$ cat src/mspa_pkg.sv
// ----------------------------------------------------------------------------
// mspa_pkg
// shared types, constants and arithmetic helpers of the pair accumulator
// ----------------------------------------------------------------------------
`default_nettype none

package mspa_pkg;

    localparam int NUM_W     = 6;
    localparam int NUM_SUMS  = 7;
    localparam int ATOM_W    = 8;
    localparam int DIST_W    = 16;
    localparam int WEIGHT_W  = 16;
    localparam int ENTRY_W   = NUM_W * WEIGHT_W;
    localparam int WPROD_W   = 32;
    localparam int SUM_W     = 64;
    localparam int OUT_W     = 48;
    localparam int SC_W      = 27;
    localparam int QW        = 26;

    typedef logic [1:0] func_t;
    localparam func_t FUNC_LOAD   = 2'd0;
    localparam func_t FUNC_PAIR   = 2'd1;
    localparam func_t FUNC_FINISH = 2'd2;

    localparam logic [29:0] INV_TWO_PI = 30'd683565276;
    localparam logic [30:0] HALF_PI    = 31'd1686629713;
    localparam logic [30:0] Q30_ONE    = 31'h4000_0000;
    localparam logic signed [SC_W-1:0] SINC_ONE = 27'sd65536;
    localparam logic signed [WPROD_W-1:0] PLAIN_WEIGHT = 32'sd1048576;

    typedef struct packed {
        logic                            finish;
        logic [DIST_W-1:0]               distance;
        logic [NUM_W-1:0][WPROD_W-1:0]   wprod;
    } cmd_t;

    typedef logic [NUM_SUMS-1:0][SUM_W-1:0] row_t;
    typedef logic [NUM_SUMS-1:0][OUT_W-1:0] res_t;

    // horner divisors, innermost first
    function automatic logic [6:0] div_const(input logic [1:0] idx);
        logic [6:0] d;
        unique case (idx)
            2'd0: d = 7'd72;
            2'd1: d = 7'd42;
            2'd2: d = 7'd20;
            default: d = 7'd6;
        endcase
        return d;
    endfunction

    // floor(2^32 / divisor)
    function automatic logic [31:0] recip_const(input logic [1:0] idx);
        logic [31:0] m;
        unique case (idx)
            2'd0: m = 32'd59652323;
            2'd1: m = 32'd102261126;
            2'd2: m = 32'd214748364;
            default: m = 32'd715827882;
        endcase
        return m;
    endfunction

    function automatic logic [SUM_W-1:0] sat_add(input logic [SUM_W-1:0] a,
                                                 input logic [SUM_W-1:0] b);
        logic [SUM_W-1:0] s;
        s = a + b;
        if (a[SUM_W-1] == b[SUM_W-1] && s[SUM_W-1] != a[SUM_W-1])
        begin
            s = a[SUM_W-1] ? {1'b1, {(SUM_W-1){1'b0}}} : {1'b0, {(SUM_W-1){1'b1}}};
        end
        return s;
    endfunction

    function automatic logic [OUT_W-1:0] to_thousandths(input logic [SUM_W-1:0] v);
        logic        neg;
        logic [63:0] m;
        logic [37:0] hi;
        logic [45:0] lo;
        logic [48:0] res;
        logic [OUT_W-1:0] o;
        neg = v[SUM_W-1];
        m   = neg ? (64'd0 - v) : v;
        hi  = 38'(m[63:36]) * 38'd1000;
        lo  = 46'(m[35:0]) * 46'd1000 + 46'h08_0000_0000;
        res = 49'(hi) + 49'(lo[45:36]);
        if (neg)
        begin
            o = (res > 49'h0_8000_0000_0000) ? 48'h8000_0000_0000 : 48'(49'd0 - res);
        end
        else
        begin
            o = (res > 49'h0_7FFF_FFFF_FFFF) ? 48'h7FFF_FFFF_FFFF : res[47:0];
        end
        return o;
    endfunction

endpackage

`default_nettype wire

$ cat src/mspa_queue.sv
// ----------------------------------------------------------------------------
// mspa_queue
// two-entry command queue between front and back
// ----------------------------------------------------------------------------
`default_nettype none

module mspa_queue (
    input  wire             clk,
    input  wire             rst_n,
    input  wire             push,
    input  mspa_pkg::cmd_t  wr_cmd,
    output logic            full,
    input  wire             pop,
    output mspa_pkg::cmd_t  head,
    output logic            empty
);
    import mspa_pkg::*;

    cmd_t       entry [2];
    logic       wr_ptr_reg, rd_ptr_reg;
    logic [1:0] count_reg, count_next;

    assign full  = (count_reg == 2'd2);
    assign empty = (count_reg == 2'd0);
    assign head  = entry[rd_ptr_reg];

    always_comb
    begin
        count_next = count_reg;
        if (push && !pop)
        begin
            count_next = count_reg + 2'd1;
        end
        else if (pop && !push)
        begin
            count_next = count_reg - 2'd1;
        end
    end

    always_ff @(posedge clk)
    begin
        if (push)
        begin
            entry[wr_ptr_reg] <= wr_cmd;
        end
    end

    always_ff @(posedge clk or negedge rst_n)
    begin
        if (!rst_n)
        begin
            wr_ptr_reg <= 1'b0;
            rd_ptr_reg <= 1'b0;
            count_reg  <= 2'd0;
        end
        else
        begin
            if (push)
            begin
                wr_ptr_reg <= !wr_ptr_reg;
            end
            if (pop)
            begin
                rd_ptr_reg <= !rd_ptr_reg;
            end
            count_reg <= count_next;
        end
    end

`ifndef SYNTHESIS
    a_no_overflow: assert property (@(posedge clk) disable iff (!rst_n)
        !(push && full && !pop))
        else $error("queue written while full");
    a_no_underflow: assert property (@(posedge clk) disable iff (!rst_n)
        !(pop && empty))
        else $error("queue read while empty");
    a_count_range: assert property (@(posedge clk) disable iff (!rst_n)
        count_reg != 2'd3)
        else $error("queue count out of range");
`endif

endmodule

`default_nettype wire

$ cat config.mk
export PLATFORM = sky130hd
export DESIGN_NAME = mspa_queue
export DESIGN_NICKNAME = d
export VERILOG_FILES = /design/src/mspa_pkg.sv /design/src/mspa_queue.sv
export SDC_FILE = /design/constraint.sdc
export NUM_CORES = 1
export LEC_CHECK = 0
export BUFFER_PORTS_ARGS = -buffer_cell sky130_fd_sc_hd__buf_4
export CORE_MARGIN = 3
export CORE_UTILIZATION = 52
export CTS_CLUSTER_SIZE = 20
export DETAILED_ROUTE_END_ITERATION = 10
export PLACE_DENSITY_LB_ADDON = 0.05
export SLEW_MARGIN = 20
export SYNTH_ARGS = -nofsm -noshare
export SYNTH_HDL_FRONTEND = slang
export SYNTH_SLANG_ARGS = --single-unit
$ cat constraint.sdc
create_clock -name clk -period 13.71 [get_ports clk]
set_input_delay 3.4275 -clock clk [delete_from_list [all_inputs] [get_ports clk]]
set_output_delay 3.4275 -clock clk [all_outputs]
set_load 0.03 [all_outputs]
# Yosys cells after proc, flatten, opt, wreduce, memory -nomap -nowiden
# Memories as Yosys holds them, arrays and structs flattened.
# Index checks and enable logic that the tools add are counted.
dict set report word_totals {
  register_bits 4
  latchBits 0
  ramBits 418
  romBits 0
  in_bits 213
  output_inout_bits 211
  word_cells 19
  memories 1
}
# name depth word_bits rd rd_ports_with_merged_regs write_ports line
set memory_table {}
lappend memory_table {entry 2 209 1 0 1 mspa_queue.sv:19} ;# cmd_t entry [2];
dict set report classes {
  addsub 2
  multipliers 0
  n_div 0
  order_cmp 0
  eq_ne 1
  shift 0
  muxes 4
  n_bitwise 0
  reduce_logical 8
}
# operator n
set op_table {}
lappend op_table {{1-bit zero test} 4}
lappend op_table {{2-bit two-way mux} 2}
lappend op_table {{2-bit by 1-bit adder with 2-bit output (second input constant)} 1}
lappend op_table {{2-bit == test (second input constant)} 1}
lappend op_table {{1-bit logical AND} 2}
lappend op_table {{2-bit zero test} 1}
lappend op_table {{1-bit two-way mux} 2}
lappend op_table {{2-bit nonzero test} 1}
lappend op_table {{2-bit by 1-bit subtractor with 2-bit output (second input constant)} 1}

# Logic depth before layout (Yosys ltp)
# Gate-level depths: netlist (run 1).
dict set report logic_depth {
  word_depth 4
  depth_mapped 5
  depth_no_buf 5
}

# Least setup slack after synthesis (run 1)
# OpenSTA, ideal clock, no wires.
dict set report synth_timing {
  path_type {input port to flip-flop}
  from {input port push}
  to {memory entry[0][0] in the netlist's numbering (enable)}
  setup_ns 0.807
  arrival_ns 12.436
  path_slack_ns 0.468
  stages 1
  n_path_buf 0
  cell_sequence {nor2b_1}
}
dict set report synth_between {
  elab_chain_len 2
}
# item line
set synth_lines {}
lappend synth_lines {{start, declared} mspa_queue.sv:10} ;# input wire push,
lappend synth_lines {{1-bit two-way mux} mspa_queue.sv:42} ;# if (push)
lappend synth_lines {{1-bit two-way mux (implied by the code)} mspa_queue.sv:44} ;# entry[wr_ptr_reg] <= wr_cmd;
lappend synth_lines {{end, declared} mspa_queue.sv:19}
# No other way between the ends.

==> results of run 1 <==
[kinds of logic (layout without fill, tap and decap cells)]
kind of cell,after synthesis,count (layout),synth area share (%)
other,0,5,0
AND/OR/NAND/NOR,5,5,0.1713
flip-flops,422,422,82.45
buffers and inverters,24,510,1.672
multiplexers,209,209,15.34
adder cells (fa/ha/maj),1,1,0.08153
XOR/XNOR,5,5,0.2854
[layer usage]
layer / vias up / routed length, µm / track usage [%]
li1: 3569 / - / -
met1: 3825 / 11090 / 21.45
met2: 313 / 17160 / 34.54
met3: 70 / 3644 / 9.093
met4: 2 / 1145 / 8.671
met5: - / 20 / 0
[final cells by class]
| class | count | area [µm²] |
|---|---|---|
| Sequential cell | 422 | 12660 |
| Fill cell | 1967 | 8728 |
| Timing Repair Buffer | 431 | 3256 |
| Multi-Input combinational cell | 220 | 2446 |
| Clock buffer | 61 | 1206 |
| Tap cell | 384 | 480.5 |
| Clock inverter | 17 | 68.82 |
| Antenna cell | 5 | 12.51 |
| Inverter | 1 | 3.754 |
[cells in the mapped netlist, drive strengths merged]
library cell and instances:
edfxtp 418, mux2 209, buf 23, dfrtp 4
xor2 4, nor2 2, nor2b 2, and2 1
ha 1, inv 1, xnor2 1
[through the flow]
step	util, %	instance area, µm²	hold WS (ns)	cells
6_report	69.75	20130	0.4949	1541
5_1_grt	69.75	20130	0.5157	1541
4_1_cts	69.62	20090	0.4953	1535
3_5_place_dp	65.20	18810	0.4838	1457
3_3_place_gp	65.20	18810	0.4816	1457
2_1_floorplan	-	15340	0.4555	666
[worst paths after layout]
| kind | start | end | slack [ns] | depth (start not counted) |
|---|---|---|---|---|
| hold reg to reg | count_reg[1]$_DFFE_PN0P_ | count_reg[1]$_DFFE_PN0P_ | 0.49 | 1 |
| hold / removal | count_reg[1]$_DFFE_PN0P_ | count_reg[1]$_DFFE_PN0P_ | 0.49 | 1 |
| setup / recovery | rd_ptr_reg$_DFFE_PN0P_ | head[53] | 7.15 | 3 |
| max in group asynchronous | rst_n | rd_ptr_reg$_DFFE_PN0P_ | 10.91 | 1 |
| setup reg to reg | wr_ptr_reg$_DFFE_PN0P_ | entry[0][71]$_DFFE_PP_ | 10.82 | 3 |
| min in group asynchronous | rst_n | count_reg[0]$_DFFE_PN0P_ | 2.69 | 1 |
[power by group through the flow]
stage | sequential [µW] | clock (µW) | combinational (µW)
detailed placement | 1830 | 0 | 1680
finish | 1800 | 1050 | 1670
global placement | 1820 | 0 | 1680
global route | 1830 | 1130 | 1750
floorplan | 1850 | 0 | 1160
CTS | 1810 | 1080 | 1690
==> impl_metrics.env, run 1 <==
export IMPL_end_kind="output port"
export IMPL_initial_core_util_pct=53.17
export IMPL_postCtsResizedCells=0
export IMPL_crit_buf_inv=2
export IMPL_wl_per_cell_um=21.46
export IMPL_die_width_um=177.8
export IMPL_tightest_slew_ns=0.9932
export IMPL_path_class="flip-flop to output port"
export IMPL_grt_usage_pct=20.13
export IMPL_finalHoldViolCount=0
export IMPL_slew_viol_final=0
export IMPL_crit_family="buffers and inverters"
export IMPL_dr_pass1_iters=6
export IMPL_slew_headroom_pct=33.79
export IMPL_core_um2=28860
export IMPL_drive_gt1_share_pct=60.24
export IMPL_grt_pass1_wl_mm=47.24
export IMPL_rows=62
export IMPL_setup_ws_ns=7.152
export IMPL_outcome="complete, no violations"
export IMPL_pre_cts_slack_ns=7.650
export IMPL_yosys_area_top_type_share_pct=81.80
export IMPL_synth_nets=880
export IMPL_cp_slowest_cell="dfrtp_4"
export IMPL_clkSinkCount=422
export IMPL_seq_area_frac_synth_pct=82.45
export IMPL_synthesis_area_um2=15340
export IMPL_die_y_um=177.8
export IMPL_startpoint_type="flip-flop"
export IMPL_largest_reg_flops=418
export IMPL_cp_slowest_stage_delay_ns=1.04
export IMPL_antenna_found_initial=6
export IMPL_crit_path_cell_trace="buf_4 -> mux2_2 -> buf_4"
export IMPL_drt_iter0_drc=446
export IMPL_power_frac_clock_pct=23.3
export IMPL_synthTopCellsByArea="edfxtp_1, mux2_2, buf_6"
export IMPL_final_cell_mix="buf_4, edfxtp_1, mux2_2"
export IMPL_vias=7779
export IMPL_post_dp_hpwl_mm=22.35
export IMPL_path_max_fanout=74
export IMPL_period_share_pct=47.84
export IMPL_grt_start_max_net_pins=79
export IMPL_die_area_um2=31610
export IMPL_skew_ns=0.007143
export IMPL_avgViaCountPerCell=5.048
export IMPL_io_pins=424
export IMPL_crit_required_ns=10.28
export IMPL_cts_buffers=43
export IMPL_period_needed_ns=6.558
export IMPL_overflow=0
export IMPL_p_seq_share_pct=39.9
export IMPL_fmax_mhz=152.5
export IMPL_grt_pass1_vias=8236
export IMPL_drv_cap=0
export IMPL_port_buffers=423
export IMPL_peakVddDrop_mv=0.1311
export IMPL_cts_hold_buffers=0
export IMPL_cts_root_buf="clkbuf_16"
export IMPL_hp_class="flip-flop to flip-flop"
export IMPL_cts_setup_buffers=0
export IMPL_synthCells=666
export IMPL_ys_warnings_count=0
export IMPL_cp_data_arrival_time_ns=3.13
export IMPL_syn_area_per_cell_um2=23.04
export IMPL_crit_top_cell="buf_4"
export IMPL_pwr_density_cell_nw_per_um2=224.6
export IMPL_clk_pin_slew_ns=0.06
export IMPL_gp_congestion=0.7421
export IMPL_drc_errors=0
export IMPL_layout_nets=1333
export IMPL_final_common_cell="buf_4"
export IMPL_rsz0062_at_grt="false"
export IMPL_p_switching_uw=1542
export IMPL_leakage_uw=0.007541
export IMPL_fin_tns_setup_ns=0
export IMPL_p_comb_share_pct=36.9
export IMPL_cts_tree="built"
export IMPL_power_uw=4521
export IMPL_h_tree_depth=2
export IMPL_routed_wl_mm=33.06
export IMPL_areaGrowthSynthToFinish_pct=31.18
export IMPL_clockBufferDepth=3
export IMPL_synth_distinct_cells=12
export IMPL_clk_latency_ns=0.53
export IMPL_finalSetupViolations=0
export IMPL_intPower_uw=2979
export IMPL_yosys_register_bits=422
export IMPL_ant_nets=0
export IMPL_yosysTopAreaCell="edfxtp_1"
export IMPL_swShare_pct=34.12
Note: power is estimated with default switching activity, not from simulation.
==> inputs of run 2 (changes only) <==
CORE_UTILIZATION = 47   (was 52)
clock period = 5.4 ns   (was 13.71 ns; I/O delays follow)
==> impl_metrics.env, run 2 (synthesis results as in run 1) <==
export IMPL_outcome="complete, no violations"
export IMPL_hold_slack_ns=0.4919
export IMPL_cts_root_buf="clkbuf_16"
export IMPL_tightest_slew_ns=1.008
export IMPL_grt_pass1_wl_mm=50.14
export IMPL_postCtsResizedCells=0
export IMPL_clk_latency_ns=0.52
export IMPL_overflow=0
export IMPL_ant_nets=0
export IMPL_h_tree_depth=2
export IMPL_place_inst=1512
export IMPL_period_share_pct=74.09
export IMPL_post_dp_hpwl_mm=22.52
export IMPL_slew_viol_final=0
export IMPL_clk_pin_slew_ns=0.06
export IMPL_die_y_um=186.7
export IMPL_final_common_cell="buf_4"
export IMPL_path_max_fanout=69
export IMPL_io_pins=424
export IMPL_period_needed_ns=4.001
export IMPL_clockBufferDepth=3
export IMPL_skew_ns=0.01337
export IMPL_rsz0062_at_grt="false"
export IMPL_end_kind="output port"
export IMPL_hp_class="flip-flop to flip-flop"
export IMPL_die_area_um2=34850
export IMPL_gp_congestion=0.7239
export IMPL_layout_nets=1337
export IMPL_drv_cap=0
export IMPL_core_um2=31880
export IMPL_largest_reg_flops=418
export IMPL_areaGrowthSynthToFinish_pct=32.88
export IMPL_seqCellArea_um2=12660
export IMPL_port_buffers=423
export IMPL_leakage_uw=0.007632
export IMPL_drive_gt1_share_pct=61.51
export IMPL_cts_setup_buffers=0
export IMPL_final_cells=1595
export IMPL_fmax_mhz=249.9
export IMPL_path_class="flip-flop to output port"
export IMPL_finalSetupViolations=0
export IMPL_startpoint_type="flip-flop"
export IMPL_setup_ws_ns=1.399
export IMPL_cts_hold_buffers=0
export IMPL_avgViaCountPerCell=4.895
export IMPL_clkSinkCount=422
export IMPL_fin_tns_setup_ns=0
export IMPL_nFillCells=2353
export IMPL_power_uw=11770
export IMPL_drt_iter0_drc=362
export IMPL_grt_usage_pct=18.66
export IMPL_initial_core_util_pct=48.13
export IMPL_cp_data_arrival_time_ns=2.65
export IMPL_slew_headroom_pct=32.80
export IMPL_vias=7807
export IMPL_peakVddDrop_mv=0.3876
export IMPL_cts_buffers=44
export IMPL_grt_start_max_net_pins=113
export IMPL_drc_errors=0
export IMPL_wl_per_cell_um=20.87
export IMPL_cts_tree="built"
export IMPL_pre_cts_slack_ns=1.907
export IMPL_die_width_um=186.7
export IMPL_grt_pass1_vias=8508
export IMPL_dr_pass1_iters=4
export IMPL_multiInputGateArea_um2=2446
export IMPL_pwr_density_cell_nw_per_um2=577.2
export IMPL_rows=65
export IMPL_routed_wl_mm=33.29
export IMPL_finalHoldViolCount=0
export IMPL_crit_required_ns=4.05
export IMPL_antenna_found_initial=5
export IMPL_final_cell_mix="buf_4, edfxtp_1, mux2_2"
## run 2: stage by stage
| step | util (%) | area, µm² |
|---|---|---|
| global route | 63.96 | 20390 |
| finish | 63.96 | 20390 |
| CTS | 63.92 | 20380 |
| global placement | 59.47 | 18960 |
| detailed placement | 59.47 | 18960 |
| floorplan | - | 15350 |
## run 2: worst max-delay path, cell delays in order (launching register included)
cell and delay, ns:
dfrtp_4 1.09, buf_12 0.39, mux2_2 0.42, buf_4 0.18
## run 2: cell type report
type,instances,share of cell area (%)
inverter,1,0.01841
antenna,4,0.04909
multi-input combinational,220,12.00
clock inverter,26,1.301
clock buffer,53,5.670
sequential,422,62.07
timing repair buffer,434,16.22
tap,435,2.669
## run 2: path summary, 6_finish.rpt
path	cells past startpoint	from	slack [ns]	to
worst max-delay path	3	rd_ptr_reg$_DFFE_PN0P_	1.40	head[111]
worst min-delay path	1	count_reg[1]$_DFFE_PN0P_	0.49	count_reg[1]$_DFFE_PN0P_
max in group asynchronous	1	rst_n	4.68	rd_ptr_reg$_DFFE_PN0P_
worst max register to register	2	wr_ptr_reg$_DFFE_PN0P_	3.53	entry[1][21]$_DFFE_PP_
worst min register to register	1	count_reg[1]$_DFFE_PN0P_	0.49	count_reg[1]$_DFFE_PN0P_
min in group asynchronous	1	rst_n	0.61	rd_ptr_reg$_DFFE_PN0P_
## run 2: per-layer routing
metal	track usage, %	share of wire, %	vias to the layer above	routed length [µm]
met2	31.26	50	314	16550
met5	0	0.033	-	11
li1	-	-	3576	-
met3	7.947	9.9	65	3299
met4	7.328	3.4	2	1124
met1	21.31	37	3850	12300
## run 2: report_power, final
part	total (µW)	switching (µW)	internal, µW
logic	4240	2550	1700
clock network	2940	1180	1770
registers	4580	239	4340
==> inputs of run 3 (changes only) <==
CORE_UTILIZATION = 52   (was 47)
clock period = 3.8 ns   (was 5.4 ns; I/O delays follow)
==> impl_metrics.env, run 3 (synthesis results as in run 1) <==
export IMPL_outcome="complete, no violations"
export IMPL_clkSinkCount=422
export IMPL_drt_iter0_drc=492
export IMPL_clockBufferDepth=3
export IMPL_postCtsResizedCells=0
export IMPL_cts_setup_buffers=0
export IMPL_peakVddDrop_mv=0.5409
export IMPL_pwr_density_cell_nw_per_um2=811.9
export IMPL_initial_core_util_pct=53.17
export IMPL_drc_errors=0
export IMPL_leakage_uw=0.007591
export IMPL_gp_congestion=0.7594
export IMPL_final_common_cell="buf_4"
export IMPL_final_cells=1539
export IMPL_finalSetupViolations=0
export IMPL_utilization_pct=70.13
export IMPL_h_tree_depth=2
export IMPL_layout_nets=1338
export IMPL_io_pins=424
export IMPL_vias=7829
export IMPL_nFillCells=1958
export IMPL_crit_top_cell="buf_4"
export IMPL_areaGrowthSynthToFinish_pct=31.88
export IMPL_cts_root_buf="clkbuf_16"
export IMPL_largest_reg_flops=418
export IMPL_dr_pass1_iters=4
export IMPL_crit_required_ns=2.85
export IMPL_pre_cts_slack_ns=1.038
export IMPL_path_max_fanout=37
export IMPL_drv_cap=0
export IMPL_power_uw=16430
export IMPL_wl_per_cell_um=21.34
export IMPL_period_needed_ns=3.292
export IMPL_grt_pass1_vias=8369
export IMPL_avgViaCountPerCell=5.087
export IMPL_core_um2=28860
export IMPL_post_dp_hpwl_mm=22.52
export IMPL_cp_slowest_cell="dfrtp_4"
export IMPL_crit_family="flip-flops"
export IMPL_die_width_um=177.8
export IMPL_slew_headroom_pct=48.10
export IMPL_place_inst=1463
export IMPL_grt_usage_pct=20.14
export IMPL_startpoint_type="flip-flop"
export IMPL_grt_pass1_wl_mm=47.74
export IMPL_crit_buf_inv=2
export IMPL_rsz0062_at_grt="false"
export IMPL_crit_path_cell_trace="buf_4 -> mux2_2 -> buf_4"
export IMPL_cp_slowest_stage_delay_ns=0.85
export IMPL_antenna_found_initial=3
export IMPL_routed_wl_mm=32.84
export IMPL_rows=62
export IMPL_cts_buffers=43
export IMPL_drive_gt1_share_pct=60.66
export IMPL_period_share_pct=86.63
export IMPL_end_kind="output port"
export IMPL_finalHoldViolCount=0
export IMPL_die_area_um2=31610
export IMPL_clk_pin_slew_ns=0.06
export IMPL_grt_start_max_net_pins=133
export IMPL_cp_data_arrival_time_ns=2.34
export IMPL_cts_hold_buffers=0
export IMPL_port_buffers=423
export IMPL_r2r_setup_slack_ns=2.04
export IMPL_final_cell_mix="buf_4, edfxtp_1, mux2_2"
export IMPL_clk_latency_ns=0.52
export IMPL_skew_ns=0.01076
export IMPL_cts_tree="built"
export IMPL_path_class="flip-flop to output port"
export IMPL_overflow=0
export IMPL_setup_ws_ns=0.5080
export IMPL_die_y_um=177.8
export IMPL_ant_nets=0
export IMPL_tightest_slew_ns=0.7785
export IMPL_hp_class="input port to async pin"
export IMPL_fmax_mhz=303.8
export IMPL_slew_viol_final=0
==> run 3: worst reg2reg max path, delay by kind of cell (launching register included) <==
kind / cells / cell delay (ns)
buffers and inverters: 1 / 0.45
and+or+nand+nor: 1 / 0.50
DFF: 1 / 0.42
==> run 3: through the flow <==
step	cell area, µm²	setup TNS [ns]	hold WS, ns
final	20240	0	0.2116
after global routing	20240	0	0.1847
after CTS	20230	0	0.1886
after detailed placement	18960	0	0.4855
after global placement	18960	0	0.4790
after floorplan	15350	-184.98	0.4563
==> run 3: routing by layer <==
layer | wire length [µm] | up-vias | GRT usage, %
met1 | 11360 | 3865 | 21.83
li1 | - | 3578 | -
met4 | 1050 | 4 | 7.166
met2 | 16530 | 318 | 34.50
met5 | 40 | - | 0
met3 | 3862 | 64 | 9.606
==> run 3: layout make-up <==
class                           instances  area (µm²)  share of cell area, %
Tap cell                              384       480.5                  2.374
Clock buffer                           53        1156                  5.713
Clock inverter                         22       118.9                 0.5874
Inverter                                1       3.754                0.01855
Antenna cell                            1       2.502                0.01237
Multi-Input combinational cell        220        2446                  12.09
Timing Repair Buffer                  436        3373                  16.67
Sequential cell                       422       12660                  62.54
==> run 3: path summary, 6_finish.rpt <==
path,start,end,cells past startpoint
max,rd_ptr_reg$_DFFE_PN0P_,head[37],3
min,rst_n,count_reg[1]$_DFFE_PN0P_,1
max reg2reg,wr_ptr_reg$_DFFE_PN0P_,entry[1][120]$_DFFE_PP_,2
min reg2reg,count_reg[1]$_DFFE_PN0P_,count_reg[1]$_DFFE_PN0P_,1
max in group asynchronous,rst_n,rd_ptr_reg$_DFFE_PN0P_,1
min in group clk,count_reg[1]$_DFFE_PN0P_,count_reg[1]$_DFFE_PN0P_,1
==> run 3: where the power goes <==
group / switching [µW] / internal, µW / leakage (µW)
Clock: 1590 / 2210 / 0.000621
Sequential: 281 / 6170 / 0.00397
Combinational: 3710 / 2470 / 0.00300
